[config.mk]
export PLATFORM = sky130hd
export DESIGN_NAME = random_unit_ball_body_generator_top_flat
export DESIGN_NICKNAME = d
export VERILOG_FILES = /design/src/rtl/rubbg_pkg.sv /design/src/rtl/rubbg_ifs.sv /design/src/rtl/random_unit_ball_body_generator_top.sv /design/src/rtl/rubbg_front.sv /design/src/rtl/rubbg_div.sv /design/src/rtl/rubbg_engine.sv /design/src/flat_wrapper.sv
export SDC_FILE = /design/constraint.sdc
export NUM_CORES = 2
export LEC_CHECK = 0
export BUFFER_PORTS_ARGS = -buffer_cell sky130_fd_sc_hd__buf_2
export CAP_MARGIN = 25
export CORE_ASPECT_RATIO = 1.5
export CORE_MARGIN = 3
export CORE_UTILIZATION = 45
export DETAILED_ROUTE_END_ITERATION = 8
export PLACE_DENSITY = 0.58
export SLEW_MARGIN = 10
export SYNTH_ARGS = -nofsm -noshare
export SYNTH_HDL_FRONTEND = slang
export SYNTH_HIERARCHICAL = 1
export SYNTH_SLANG_ARGS = --single-unit
[constraint.sdc]
create_clock -name clock -period 12.8 [get_ports clock]
set_input_delay 1.28 -clock clock [delete_from_list [all_inputs] [get_ports clock]]
set_output_delay 1.28 -clock clock [all_outputs]
set_load 0.01 [all_outputs]
[src/rtl/rubbg_pkg.sv]
// ----------------------------------------------------------------------------
// rubbg_pkg: shared types and constants of the unit-ball body generator
// Field widths, register codes, sequencer states and the structs passed
// between the front queue, the engine and the reciprocal divider.
// ----------------------------------------------------------------------------
package rubbg_pkg;

   localparam int SEED_W    = 31;
   localparam int SCALE_W   = 24;
   localparam int COORD_W   = 32;
   localparam int OUT_W     = 32;
   localparam int MASS_W    = 31;
   localparam int INV_W     = 32;
   localparam int PROD_W    = 64;
   localparam int DIMS      = 3;
   localparam int CSR_IDX_W = 2;
   localparam int CSR_DAT_W = 31;

   localparam int QUEUE_DEPTH_DEF = 2;
   localparam int DIV_BITS_PER_CYCLE = 2;

   localparam logic [SEED_W-1:0]  LCG_MUL     = 31'd214013;
   localparam logic [SEED_W-1:0]  LCG_ADD     = 31'd2531011;
   localparam logic [SEED_W-1:0]  SEED_RESET  = 31'd1;
   localparam logic [SCALE_W-1:0] SCALE_RESET = 24'd65536;
   localparam logic [COORD_W-1:0] COORD_HALF  = 32'h8000_0000;
   localparam logic [PROD_W-1:0]  ONE_Q62     = 64'h4000_0000_0000_0000;
   localparam logic [MASS_W-1:0]  DIV_REM_INIT = 31'h2000_0000;

   typedef enum logic [CSR_IDX_W-1:0] {
      REG_SEED      = 2'd0,
      REG_POS_SCALE = 2'd1,
      REG_VEL_SCALE = 2'd2
   } reg_index_type;

   typedef enum logic [2:0] {
      ST_IDLE,
      ST_DRAW,
      ST_SETTLE,
      ST_CHECK,
      ST_MASS,
      ST_SCALE,
      ST_WAIT
   } state_type;

   typedef struct packed {
      logic valid;
      logic reseed;
   } job_type;

   typedef struct packed {
      logic              start;
      logic [MASS_W-1:0] divisor;
   } div_ctl_type;

   typedef struct packed {
      logic             done;
      logic [INV_W-1:0] quotient;
   } div_sts_type;

endpackage

[src/rtl/rubbg_ifs.sv]
// ----------------------------------------------------------------------------
// rubbg_ifs: request and response channels
// Valid/ready channels; a word moves on an edge with valid and ready high.
// ----------------------------------------------------------------------------
interface rubbg_req_if;
   logic valid;
   logic ready;
   logic reseed;

   modport source (output valid, output reseed, input ready);
   modport sink   (input valid, input reseed, output ready);
endinterface

interface rubbg_rsp_if;
   logic                            valid;
   logic                            ready;
   logic [rubbg_pkg::OUT_W-1:0]     pos_x;
   logic [rubbg_pkg::OUT_W-1:0]     pos_y;
   logic [rubbg_pkg::OUT_W-1:0]     pos_z;
   logic [rubbg_pkg::MASS_W-1:0]    mass;
   logic [rubbg_pkg::OUT_W-1:0]     vel_x;
   logic [rubbg_pkg::OUT_W-1:0]     vel_y;
   logic [rubbg_pkg::OUT_W-1:0]     vel_z;
   logic [rubbg_pkg::INV_W-1:0]     inv_mass;

   modport source (output valid, output pos_x, output pos_y, output pos_z, output mass,
                   output vel_x, output vel_y, output vel_z, output inv_mass, input ready);
   modport sink   (input valid, input pos_x, input pos_y, input pos_z, input mass,
                   input vel_x, input vel_y, input vel_z, input inv_mass, output ready);
endinterface

[src/rtl/random_unit_ball_body_generator_top.sv]
// ----------------------------------------------------------------------------
// random_unit_ball_body_generator_top: random body generator
// Each request word yields one body: position and velocity drawn inside
// the unit ball by rejection, scaled to Q16.16, plus mass and its reciprocal.
// ----------------------------------------------------------------------------
// A body repeats its point attempts until both points lie in the ball
// (each attempt is three serial generator draws and the settling of the
// shared squaring multiplier); the mass reciprocal comes from the
// two-bit-per-cycle reciprocal divider.
// Requests queue in front while a body is in work, and a finished word
// waits in the response register while the next body is computed. Write
// the seed and scale registers only while the block is idle; a new seed
// takes effect at the next request with reseed set.
module random_unit_ball_body_generator_top #(
   parameter int QUEUE_DEPTH = rubbg_pkg::QUEUE_DEPTH_DEF
) (
   input  logic                                clock,
   input  logic                                reset,
   rubbg_req_if.sink                           req_if,
   rubbg_rsp_if.source                         rsp_if,
   input  logic                                csr_we,
   input  logic [rubbg_pkg::CSR_IDX_W-1:0]     csr_index,
   input  logic [rubbg_pkg::CSR_DAT_W-1:0]     csr_wdata
);

   logic [rubbg_pkg::SEED_W-1:0]  seed_ff;
   logic [rubbg_pkg::SCALE_W-1:0] pos_scale_ff;
   logic [rubbg_pkg::SCALE_W-1:0] vel_scale_ff;
   rubbg_pkg::job_type            job;
   logic                          job_pop;
   rubbg_pkg::div_ctl_type        div_ctl;
   rubbg_pkg::div_sts_type        div_sts;

   always_ff @(posedge clock) begin
      if (reset) begin
         seed_ff      <= rubbg_pkg::SEED_RESET;
         pos_scale_ff <= rubbg_pkg::SCALE_RESET;
         vel_scale_ff <= rubbg_pkg::SCALE_RESET;
      end else if (csr_we) begin
         unique case (csr_index)
            rubbg_pkg::REG_SEED: begin
               seed_ff <= csr_wdata[rubbg_pkg::SEED_W-1:0];
            end
            rubbg_pkg::REG_POS_SCALE: begin
               pos_scale_ff <= csr_wdata[rubbg_pkg::SCALE_W-1:0];
            end
            rubbg_pkg::REG_VEL_SCALE: begin
               vel_scale_ff <= csr_wdata[rubbg_pkg::SCALE_W-1:0];
            end
            default: begin
            end
         endcase
      end
   end

   rubbg_front #(
      .QUEUE_DEPTH (QUEUE_DEPTH)
   ) u_front (
      .clock   (clock),
      .reset   (reset),
      .req_if  (req_if),
      .job     (job),
      .job_pop (job_pop)
   );

   rubbg_engine u_engine (
      .clock     (clock),
      .reset     (reset),
      .seed      (seed_ff),
      .pos_scale (pos_scale_ff),
      .vel_scale (vel_scale_ff),
      .job       (job),
      .job_pop   (job_pop),
      .div_ctl   (div_ctl),
      .div_sts   (div_sts),
      .rsp_if    (rsp_if)
   );

   rubbg_div u_div (
      .clock (clock),
      .reset (reset),
      .ctl   (div_ctl),
      .sts   (div_sts)
   );

endmodule

[src/rtl/rubbg_front.sv]
// ----------------------------------------------------------------------------
// rubbg_front: request intake
// Accepts request words and queues their reseed flag for the engine.
// ----------------------------------------------------------------------------
module rubbg_front #(
   parameter int QUEUE_DEPTH = rubbg_pkg::QUEUE_DEPTH_DEF
) (
   input  logic                clock,
   input  logic                reset,
   rubbg_req_if.sink           req_if,
   output rubbg_pkg::job_type  job,
   input  logic                job_pop
);

   localparam int PTR_W = (QUEUE_DEPTH > 1) ? $clog2(QUEUE_DEPTH) : 1;
   localparam int CNT_W = $clog2(QUEUE_DEPTH + 1);
   localparam logic [PTR_W-1:0] PTR_LAST = PTR_W'(QUEUE_DEPTH - 1);
   localparam logic [CNT_W-1:0] CNT_FULL = CNT_W'(QUEUE_DEPTH);

   logic             slot_ff [QUEUE_DEPTH];
   logic [PTR_W-1:0] wr_ptr_ff, wr_ptr_in;
   logic [PTR_W-1:0] rd_ptr_ff, rd_ptr_in;
   logic [CNT_W-1:0] count_ff, count_in;
   logic             push;
   logic             pop;

   assign req_if.ready = (count_ff != CNT_FULL);
   assign push = req_if.valid && req_if.ready;
   assign pop  = job_pop && (count_ff != '0);

   assign job.valid  = (count_ff != '0);
   assign job.reseed = slot_ff[rd_ptr_ff];

   always_comb begin
      wr_ptr_in = wr_ptr_ff;
      rd_ptr_in = rd_ptr_ff;
      count_in  = count_ff;
      if (push) begin
         wr_ptr_in = (wr_ptr_ff == PTR_LAST) ? '0 : wr_ptr_ff + 1'b1;
      end
      if (pop) begin
         rd_ptr_in = (rd_ptr_ff == PTR_LAST) ? '0 : rd_ptr_ff + 1'b1;
      end
      if (push && !pop) begin
         count_in = count_ff + 1'b1;
      end else if (pop && !push) begin
         count_in = count_ff - 1'b1;
      end
   end

   always_ff @(posedge clock) begin
      if (reset) begin
         wr_ptr_ff <= '0;
         rd_ptr_ff <= '0;
         count_ff  <= '0;
      end else begin
         wr_ptr_ff <= wr_ptr_in;
         rd_ptr_ff <= rd_ptr_in;
         count_ff  <= count_in;
      end
   end

   always_ff @(posedge clock) begin
      if (push) begin
         slot_ff[wr_ptr_ff] <= req_if.reseed;
      end
   end

endmodule

[src/rtl/rubbg_div.sv]
// ----------------------------------------------------------------------------
// rubbg_div: reciprocal of the mass
// Restoring division of 2^61 by the mass, two quotient bits per cycle.
// ----------------------------------------------------------------------------
module rubbg_div (
   input  logic                    clock,
   input  logic                    reset,
   input  rubbg_pkg::div_ctl_type  ctl,
   output rubbg_pkg::div_sts_type  sts
);

   localparam int MW    = rubbg_pkg::MASS_W;
   localparam int QW    = rubbg_pkg::INV_W;
   localparam int BPC   = rubbg_pkg::DIV_BITS_PER_CYCLE;
   localparam int STEPS = QW / BPC;
   localparam int CNT_W = (STEPS > 1) ? $clog2(STEPS) : 1;
   localparam logic [CNT_W-1:0] CNT_LAST = CNT_W'(STEPS - 1);

   logic [MW-1:0]    rem_ff, rem_in;
   logic [QW-1:0]    quo_ff, quo_in;
   logic [MW-1:0]    divisor_ff;
   logic [CNT_W-1:0] cnt_ff;
   logic             busy_ff;
   logic             done_ff;

   assign sts.done     = done_ff;
   assign sts.quotient = quo_ff;

   always_comb begin
      logic [MW:0] shifted;
      logic [MW:0] diff;
      rem_in = rem_ff;
      quo_in = quo_ff;
      for (int i = 0; i < BPC; i++) begin
         shifted = {rem_in, 1'b0};
         diff    = shifted - {1'b0, divisor_ff};
         if (shifted >= {1'b0, divisor_ff}) begin
            rem_in = diff[MW-1:0];
            quo_in = {quo_in[QW-2:0], 1'b1};
         end else begin
            rem_in = shifted[MW-1:0];
            quo_in = {quo_in[QW-2:0], 1'b0};
         end
      end
   end

   always_ff @(posedge clock) begin
      if (reset) begin
         busy_ff <= 1'b0;
         done_ff <= 1'b0;
         cnt_ff  <= '0;
      end else if (ctl.start) begin
         busy_ff <= 1'b1;
         done_ff <= 1'b0;
         cnt_ff  <= '0;
      end else if (busy_ff) begin
         cnt_ff <= cnt_ff + 1'b1;
         if (cnt_ff == CNT_LAST) begin
            busy_ff <= 1'b0;
            done_ff <= 1'b1;
         end
      end
   end

   always_ff @(posedge clock) begin
      if (ctl.start) begin
         rem_ff     <= rubbg_pkg::DIV_REM_INIT;
         quo_ff     <= '0;
         divisor_ff <= ctl.divisor;
      end else if (busy_ff) begin
         rem_ff <= rem_in;
         quo_ff <= quo_in;
      end
   end

endmodule

[src/rtl/rubbg_engine.sv]
// ----------------------------------------------------------------------------
// rubbg_engine: body sequencer
// Draws and tests points, draws the mass, scales the coordinates and
// holds the finished word in the response register.
// ----------------------------------------------------------------------------
module rubbg_engine (
   input  logic                              clock,
   input  logic                              reset,
   input  logic [rubbg_pkg::SEED_W-1:0]      seed,
   input  logic [rubbg_pkg::SCALE_W-1:0]     pos_scale,
   input  logic [rubbg_pkg::SCALE_W-1:0]     vel_scale,
   input  rubbg_pkg::job_type                job,
   output logic                              job_pop,
   output rubbg_pkg::div_ctl_type            div_ctl,
   input  rubbg_pkg::div_sts_type            div_sts,
   rubbg_rsp_if.source                       rsp_if
);

   localparam int SW        = rubbg_pkg::SEED_W;
   localparam int CW        = rubbg_pkg::COORD_W;
   localparam int PW        = rubbg_pkg::PROD_W;
   localparam int OW        = rubbg_pkg::OUT_W;
   localparam int MW        = rubbg_pkg::MASS_W;
   localparam int DIMS      = rubbg_pkg::DIMS;
   localparam int NUM_COORD = 2 * DIMS;
   localparam int IDX_W     = $clog2(NUM_COORD);
   localparam logic [IDX_W-1:0] IDX_DIMS = IDX_W'(DIMS);
   localparam logic [IDX_W-1:0] IDX_LAST = IDX_W'(NUM_COORD - 1);
   localparam logic [IDX_W-1:0] DRAW_LAST = IDX_W'(DIMS - 1);
   localparam logic [IDX_W-1:0] SETTLE_LAST = IDX_W'(1);

   function automatic logic [CW-1:0] coord_mag(input logic [SW-1:0] v);
      logic [CW-1:0] twice;
      twice = {v, 1'b0};
      if (v[SW-1]) begin
         coord_mag = twice - rubbg_pkg::COORD_HALF;
      end else begin
         coord_mag = rubbg_pkg::COORD_HALF - twice;
      end
   endfunction

   function automatic logic [OW-1:0] scale_sat(input logic [PW-1:0] p, input logic neg);
      logic [OW:0] sh;
      sh = p[PW-1:PW-OW-1];
      if (neg) begin
         scale_sat = (sh > {1'b0, rubbg_pkg::COORD_HALF}) ? rubbg_pkg::COORD_HALF
                                                           : OW'((OW+1)'(0) - sh);
      end else begin
         scale_sat = (sh > {2'b00, {(OW-1){1'b1}}}) ? {1'b0, {(OW-1){1'b1}}} : sh[OW-1:0];
      end
   endfunction

   rubbg_pkg::state_type state_ff, state_in;
   logic [IDX_W-1:0] cnt_ff, cnt_in;
   logic             phase_ff, phase_in;
   logic [SW-1:0]    lcg_ff, lcg_in;
   logic [SW-1:0]    lcg_next;
   logic [PW-1:0]    acc_ff, acc_in;
   logic [PW-1:0]    prod_ff;
   logic [CW-1:0]    mul_a;
   logic [CW-1:0]    mul_b;
   logic             sq_req_ff, sq_req_in;
   logic             sq_vld_ff;
   logic             sc_vld_ff, sc_vld_in;
   logic [IDX_W-1:0] sc_idx_ff, sc_idx_in;
   logic             sc_neg_ff, sc_neg_in;
   logic [MW-1:0]    mass_ff, mass_in;
   logic [SW-1:0]    coord_ff [NUM_COORD];
   logic [OW-1:0]    res_ff [NUM_COORD];
   logic [OW-1:0]    out_res_ff [NUM_COORD];
   logic [MW-1:0]    out_mass_ff;
   logic [rubbg_pkg::INV_W-1:0] out_inv_ff;
   logic             rsp_valid_ff, rsp_valid_in;
   logic             draw_wr;
   logic [IDX_W-1:0] draw_idx;
   logic             load_out;

   assign lcg_next = lcg_ff * rubbg_pkg::LCG_MUL + rubbg_pkg::LCG_ADD;
   assign draw_idx = phase_ff ? cnt_ff + IDX_DIMS : cnt_ff;

   always_comb begin
      state_in  = state_ff;
      cnt_in    = cnt_ff;
      phase_in  = phase_ff;
      lcg_in    = lcg_ff;
      acc_in    = sq_vld_ff ? acc_ff + prod_ff : acc_ff;
      sq_req_in = 1'b0;
      sc_vld_in = 1'b0;
      sc_idx_in = sc_idx_ff;
      sc_neg_in = sc_neg_ff;
      mass_in   = mass_ff;
      job_pop   = 1'b0;
      draw_wr   = 1'b0;
      load_out  = 1'b0;
      mul_a     = coord_mag(lcg_ff);
      mul_b     = coord_mag(lcg_ff);
      div_ctl.start   = 1'b0;
      div_ctl.divisor = {1'b1, lcg_next[SW-1:1]};
      unique case (state_ff)
         rubbg_pkg::ST_IDLE: begin
            if (job.valid) begin
               job_pop  = 1'b1;
               if (job.reseed) begin
                  lcg_in = seed;
               end
               acc_in   = '0;
               phase_in = 1'b0;
               cnt_in   = '0;
               state_in = rubbg_pkg::ST_DRAW;
            end
         end
         rubbg_pkg::ST_DRAW: begin
            lcg_in    = lcg_next;
            draw_wr   = 1'b1;
            sq_req_in = 1'b1;
            if (cnt_ff == DRAW_LAST) begin
               cnt_in   = '0;
               state_in = rubbg_pkg::ST_SETTLE;
            end else begin
               cnt_in = cnt_ff + 1'b1;
            end
         end
         rubbg_pkg::ST_SETTLE: begin
            if (cnt_ff == SETTLE_LAST) begin
               cnt_in   = '0;
               state_in = rubbg_pkg::ST_CHECK;
            end else begin
               cnt_in = cnt_ff + 1'b1;
            end
         end
         rubbg_pkg::ST_CHECK: begin
            acc_in = '0;
            cnt_in = '0;
            if (acc_ff > rubbg_pkg::ONE_Q62) begin
               phase_in = 1'b0;
               state_in = rubbg_pkg::ST_DRAW;
            end else if (!phase_ff) begin
               phase_in = 1'b1;
               state_in = rubbg_pkg::ST_DRAW;
            end else begin
               state_in = rubbg_pkg::ST_MASS;
            end
         end
         rubbg_pkg::ST_MASS: begin
            lcg_in        = lcg_next;
            mass_in       = div_ctl.divisor;
            div_ctl.start = 1'b1;
            cnt_in        = '0;
            state_in      = rubbg_pkg::ST_SCALE;
         end
         rubbg_pkg::ST_SCALE: begin
            mul_a     = coord_mag(coord_ff[cnt_ff]);
            mul_b     = (cnt_ff < IDX_DIMS) ? CW'(pos_scale) : CW'(vel_scale);
            sc_vld_in = 1'b1;
            sc_idx_in = cnt_ff;
            sc_neg_in = !coord_ff[cnt_ff][SW-1];
            if (cnt_ff == IDX_LAST) begin
               state_in = rubbg_pkg::ST_WAIT;
            end else begin
               cnt_in = cnt_ff + 1'b1;
            end
         end
         rubbg_pkg::ST_WAIT: begin
            if (!sc_vld_ff && div_sts.done && (!rsp_valid_ff || rsp_if.ready)) begin
               load_out = 1'b1;
               state_in = rubbg_pkg::ST_IDLE;
            end
         end
         default: begin
            state_in = rubbg_pkg::ST_IDLE;
         end
      endcase
      rsp_valid_in = load_out || (rsp_valid_ff && !rsp_if.ready);
   end

   always_ff @(posedge clock) begin
      if (reset) begin
         state_ff     <= rubbg_pkg::ST_IDLE;
         cnt_ff       <= '0;
         phase_ff     <= 1'b0;
         lcg_ff       <= rubbg_pkg::SEED_RESET;
         sq_req_ff    <= 1'b0;
         sq_vld_ff    <= 1'b0;
         sc_vld_ff    <= 1'b0;
         rsp_valid_ff <= 1'b0;
      end else begin
         state_ff     <= state_in;
         cnt_ff       <= cnt_in;
         phase_ff     <= phase_in;
         lcg_ff       <= lcg_in;
         sq_req_ff    <= sq_req_in;
         sq_vld_ff    <= sq_req_ff;
         sc_vld_ff    <= sc_vld_in;
         rsp_valid_ff <= rsp_valid_in;
      end
   end

   always_ff @(posedge clock) begin
      acc_ff    <= acc_in;
      prod_ff   <= PW'(mul_a) * PW'(mul_b);
      sc_idx_ff <= sc_idx_in;
      sc_neg_ff <= sc_neg_in;
      mass_ff   <= mass_in;
      if (draw_wr) begin
         coord_ff[draw_idx] <= lcg_next;
      end
      if (sc_vld_ff) begin
         res_ff[sc_idx_ff] <= scale_sat(prod_ff, sc_neg_ff);
      end
      if (load_out) begin
         out_res_ff  <= res_ff;
         out_mass_ff <= mass_ff;
         out_inv_ff  <= div_sts.quotient;
      end
   end

   assign rsp_if.valid    = rsp_valid_ff;
   assign rsp_if.pos_x    = out_res_ff[0];
   assign rsp_if.pos_y    = out_res_ff[1];
   assign rsp_if.pos_z    = out_res_ff[2];
   assign rsp_if.vel_x    = out_res_ff[DIMS];
   assign rsp_if.vel_y    = out_res_ff[DIMS+1];
   assign rsp_if.vel_z    = out_res_ff[DIMS+2];
   assign rsp_if.mass     = out_mass_ff;
   assign rsp_if.inv_mass = out_inv_ff;

endmodule

[src/flat_wrapper.sv]
// flat-port wrapper written by rule: the top's interface ports become plain ports
module random_unit_ball_body_generator_top_flat 
#(
   parameter int QUEUE_DEPTH = rubbg_pkg::QUEUE_DEPTH_DEF
)
  (clock, reset, csr_we, csr_index, csr_wdata, req_if_valid, req_if_reseed, req_if_ready, rsp_if_valid, rsp_if_pos_x, rsp_if_pos_y, rsp_if_pos_z, rsp_if_mass, rsp_if_vel_x, rsp_if_vel_y, rsp_if_vel_z, rsp_if_inv_mass, rsp_if_ready);
  rubbg_req_if req_if_i ();
  rubbg_rsp_if rsp_if_i ();
  input  logic clock;
  input  logic reset;
  input  logic csr_we;
  input  logic [rubbg_pkg::CSR_IDX_W-1:0] csr_index;
  input  logic [rubbg_pkg::CSR_DAT_W-1:0] csr_wdata;
  input wire logic [$bits(req_if_i.valid)-1:0] req_if_valid;
  input wire logic [$bits(req_if_i.reseed)-1:0] req_if_reseed;
  output wire logic [$bits(req_if_i.ready)-1:0] req_if_ready;
  output wire logic [$bits(rsp_if_i.valid)-1:0] rsp_if_valid;
  output wire logic [$bits(rsp_if_i.pos_x)-1:0] rsp_if_pos_x;
  output wire logic [$bits(rsp_if_i.pos_y)-1:0] rsp_if_pos_y;
  output wire logic [$bits(rsp_if_i.pos_z)-1:0] rsp_if_pos_z;
  output wire logic [$bits(rsp_if_i.mass)-1:0] rsp_if_mass;
  output wire logic [$bits(rsp_if_i.vel_x)-1:0] rsp_if_vel_x;
  output wire logic [$bits(rsp_if_i.vel_y)-1:0] rsp_if_vel_y;
  output wire logic [$bits(rsp_if_i.vel_z)-1:0] rsp_if_vel_z;
  output wire logic [$bits(rsp_if_i.inv_mass)-1:0] rsp_if_inv_mass;
  input wire logic [$bits(rsp_if_i.ready)-1:0] rsp_if_ready;
  assign req_if_i.valid = req_if_valid;
  assign req_if_i.reseed = req_if_reseed;
  assign req_if_ready = req_if_i.ready;
  assign rsp_if_valid = rsp_if_i.valid;
  assign rsp_if_pos_x = rsp_if_i.pos_x;
  assign rsp_if_pos_y = rsp_if_i.pos_y;
  assign rsp_if_pos_z = rsp_if_i.pos_z;
  assign rsp_if_mass = rsp_if_i.mass;
  assign rsp_if_vel_x = rsp_if_i.vel_x;
  assign rsp_if_vel_y = rsp_if_i.vel_y;
  assign rsp_if_vel_z = rsp_if_i.vel_z;
  assign rsp_if_inv_mass = rsp_if_i.inv_mass;
  assign rsp_if_i.ready = rsp_if_ready;
  random_unit_ball_body_generator_top #(.QUEUE_DEPTH(QUEUE_DEPTH)) u_core (.clock(clock), .reset(reset), .req_if(req_if_i), .rsp_if(rsp_if_i), .csr_we(csr_we), .csr_index(csr_index), .csr_wdata(csr_wdata));
endmodule
==> insert_results.sql <==
INSERT INTO impl_metrics (metric_group, metric, value, unit) VALUES
('outcome', 'outcome', 'complete, no violations', ''),
('synthesis', 'synthTopCellsByArea', 'sky130_fd_sc_hd__fa_1 25%, sky130_fd_sc_hd__edfxtp_1 25%, sky130_fd_sc_hd__ha_1 8.1%, sky130_fd_sc_hd__dfxtp_1 7.7%, sky130_fd_sc_hd__inv_1 5.7%', ''),
('sta', 'timing_max_transition_violations_final', '0', ''),
('synthesis', 'yosys_most_used_dff', 'sky130_fd_sc_hd__edfxtp_1', ''),
('global_routing', 'grt_pass1_wl', '404', 'mm'),
('cells_and_area', 'fin_nets', '9961', ''),
('cells_and_area', 'layout_cells_sized_above_1', '9.89', '%'),
('route', 'route.detailed.wl_per_inst', '25.0', 'um'),
('route', 'drt_iter0_drc', '4269', ''),
('job', 'drv.max_cap_violation_count', '0', ''),
('sta', 'worst_slew_pin_slew', '1.11', 'ns'),
('cts', 'cts-buffers-inserted', '100', ''),
('sta', 'achievable-frequency', '83.8', 'MHz'),
('worst_setup_path', 'path_buf_inv', '4', ''),
('floorplanning', 'top_level_ports', '296', ''),
('worst_setup_path', 'cpMaxStageDelayCell', 'sky130_fd_sc_hd__dfxtp_4', ''),
('cells_and_area', 'final_common_cell', 'sky130_fd_sc_hd__inv_1', ''),
('synthesis', 'post_synth.cell_area_avg', '10.4', 'um2'),
('route', 'antenna_violating_nets_post_route', '0', ''),
('floorplanning', 'die_width', '360', 'um'),
('global_routing', 'grt_antenna_before_repair', '7', ''),
('placement', 'post-place-ws', '0.784', 'ns'),
('global_routing', 'largest_net_degree_at_the_start_of_global_routing', '163', ''),
('sta', 'finalHoldViolations', '0', ''),
('cts', 'clk_path_buf_depth', '3', ''),
('sta', 'min_period', '11.93', 'ns'),
('synthesis', 'post_synth_num_cell_types', '94', ''),
('sta', 'post-route-worst-setup-slack', '0.867', 'ns'),
('cts', 'cts_setup_buffers', '0', ''),
('sta', 'unrepaired_setup_endpoints_after_global_routing', 'false', ''),
('cts', 'clock_tree.htree_level_count', '3', ''),
('floorplanning', 'floorplan.initialDensity', '45.3', '%'),
('route', 'post_drt_via_cell_ratio', '5.56', ''),
('cts', 'cts_tree', 'built', ''),
('synthesis', 'synth_async_sr_flop_share', '0', '%'),
('cells_and_area', 'synthToLayoutAreaGrowth', '9.45', '%'),
('sta', 'fin_tns_setup', '0', 'ns'),
('cells_and_area', 'final_cell_mix', '1275 x sky130_fd_sc_hd__inv_1, 1051 x sky130_fd_sc_hd__fa_1, 899 x sky130_fd_sc_hd__nor2_1', ''),
('worst_setup_path', 'required', '13.40', 'ns'),
('sta', 'period_share', '93.2', '%'),
('synthesis', 'area_share_of_the_largest_cell_type_after_synthesis', '24.9', '%'),
('worst_setup_path', 'critPathLaunchType', 'register', ''),
('synthesis', 'synth.largest_area_cell', 'sky130_fd_sc_hd__fa_1', ''),
('worst_setup_path', 'worst_setup_path_type', 'register to register', ''),
('cts', 'cts.hold.buffers_added', '0', ''),
('worst_setup_path', 'worst_path_dominant_cell_family', 'adder cells', ''),
('hold_path', 'min_path_type', 'register to register', ''),
('worst_setup_path', 'crit_path_max_fanout', '40', ''),
('synthesis', 'syn_area', '84400', 'um2'),
('placement', 'routability_cong', '1.01', ''),
('sta', 'slew_headroom', '26.1', '%'),
('worst_setup_path', 'timing.critical_path.to_type', 'register', ''),
('floorplanning', 'die-area', '193000', 'um2'),
('global_routing', 'track_usage', '28.1', '%'),
('worst_setup_path', 'worst_ep_arrival_time', '12.54', 'ns'),
('route', 'routed_wl', '271', 'mm'),
('placement', 'final_hpwl_dp', '213', 'mm'),
('cts', 'tritoncts_num_sinks', '1024', ''),
('synthesis', 'post_synth_inst_count', '8144', ''),
('route', 'detail_route.drc_violations', '0', ''),
('global_routing', 'grt_pass1_vias', '63700', ''),
('cts', 'clock_edge_transition_at_the_registers_on_the_reported_setup_and_hold_paths', '0.06', 'ns'),
('synthesis', 'ys_seq_elements', '1024', ''),
('route', 'detailroute.via_count', '60400', ''),
('cells_and_area', 'finish.cell_count_without_fillers', '10900', ''),
('placement', 'placement.io_buffers', '294', ''),
('cts', 'clock_tree.root_cell', 'sky130_fd_sc_hd__clkbuf_16', ''),
('cts', 'cts.repair.resized', '0', ''),
('cts', 'clk-insertion-delay-late', '0.75', 'ns'),
('sta', 'final_skew', '0.0805', 'ns'),
('synthesis', 'yosysWarningCount', '6', '');
## layer usage
metal / vias to the layer above / routed length (um) / global-route usage, %
li1: 26900 / - / -
met1: 30500 / 100000 / 32.3
met2: 2257 / 134000 / 49.1
met3: 749 / 15800 / 3.98
met4: 0 / 21300 / 18.4
met5: - / 0 / 0
## synth_stat cells, types with 26 or more instances
| cell type | instances |
|---|---|
| sky130_fd_sc_hd__and2_1 | 32 |
| sky130_fd_sc_hd__nor4_1 | 34 |
| sky130_fd_sc_hd__nor2b_1 | 39 |
| sky130_fd_sc_hd__o21a_1 | 35 |
| sky130_fd_sc_hd__a31oi_1 | 54 |
| sky130_fd_sc_hd__xnor2_1 | 172 |
| sky130_fd_sc_hd__nand4_1 | 49 |
| sky130_fd_sc_hd__nand2_1 | 646 |
| sky130_fd_sc_hd__edfxtp_1 | 700 |
| sky130_fd_sc_hd__o21ai_0 | 235 |
| sky130_fd_sc_hd__xor2_1 | 95 |
| sky130_fd_sc_hd__buf_4 | 68 |
| sky130_fd_sc_hd__dfxtp_1 | 324 |
| sky130_fd_sc_hd__or2_2 | 32 |
| sky130_fd_sc_hd__buf_1 | 30 |
| sky130_fd_sc_hd__fa_1 | 1051 |
| sky130_fd_sc_hd__or3_1 | 37 |
| sky130_fd_sc_hd__mux4_2 | 31 |
| sky130_fd_sc_hd__o211ai_1 | 26 |
| sky130_fd_sc_hd__buf_2 | 36 |
| sky130_fd_sc_hd__mux2i_1 | 218 |
| sky130_fd_sc_hd__ha_1 | 545 |
| sky130_fd_sc_hd__nor3_1 | 71 |
| sky130_fd_sc_hd__nand2b_1 | 188 |
| sky130_fd_sc_hd__a211oi_1 | 66 |
| sky130_fd_sc_hd__clkbuf_1 | 254 |
| sky130_fd_sc_hd__nor2_1 | 912 |
| sky130_fd_sc_hd__a21o_1 | 109 |
| sky130_fd_sc_hd__nand3_1 | 105 |
| sky130_fd_sc_hd__inv_1 | 1275 |
| sky130_fd_sc_hd__and3_1 | 31 |
| sky130_fd_sc_hd__a21oi_1 | 310 |
## worst register-to-register path, delay by kind of cell (launching register included)
kind,cells,cell delay [ns]
adders and majority gates,10,4.66
AOI/OAI and AO/OA,8,2.14
xor gates and xnor gates,2,0.36
buffers and inverters,4,0.52
muxes,2,1.09
and+or+nand+nor,8,2.25
DFF,1,0.81
## flip-flops by register name (all words and copies together) (netlist names), 63 cells and up, named ones only
| register | cells |
|---|---|
| u_core/u_engine/prod_ff | 63 |
| u_core/u_engine/coord_ff | 186 |
| u_core/u_engine/acc_ff | 64 |
| u_core/u_engine/res_ff | 192 |
## layout make-up
cell class              count  area (um2)
repair buffers            480        2940
clock buffers             119        2690
flip-flops and latches   1024       27500
well taps                2450        3070
clock inverters            69         812
fillers                 17200       94100
multi-input cells        5440       50500
inverters                1280        4800
diodes                      3        7.51
## logic make-up after synthesis
group           Yosys count  share of synthesized area, %
compound gates         1074                          8.17
xor+xnor                267                          2.77
mux                     262                          3.59
simple gates           2235                          11.8
fa+ha+maj              1596                          33.0
buf+inv                1684                          8.00
other cells               2                       0.00890
flops                  1024                          32.6
## through the flow
stage	area [um2]	utilization, %	hold WS, ns
floorplan	84400	-	0.400
global placement	88600	47.5	0.400
detailed placement	88800	47.6	0.405
CTS	92300	49.5	0.384
global route	92300	49.5	0.385
finish	92400	49.5	0.393
## worst paths after layout
| path | startpoint | to | slack (ns) | cells past startpoint |
|---|---|---|---|---|
| setup reg to reg | register | u_core/u_engine/prod_ff[62] | 0.87 | 34 |
| hold / removal | u_core/u_engine/res_ff[138] | u_core/u_engine/rsp_if.pos_y[10] | 0.39 | 0 |
| hold reg to reg | u_core/u_engine/res_ff[138] | u_core/u_engine/rsp_if.pos_y[10] | 0.39 | 0 |
| setup / recovery | register | u_core/u_engine/prod_ff[62] | 0.87 | 34 |
Power is left out: the tool's default activity adds up to more than one toggle a clock period on the data nets, which glitch-free logic cannot reach.
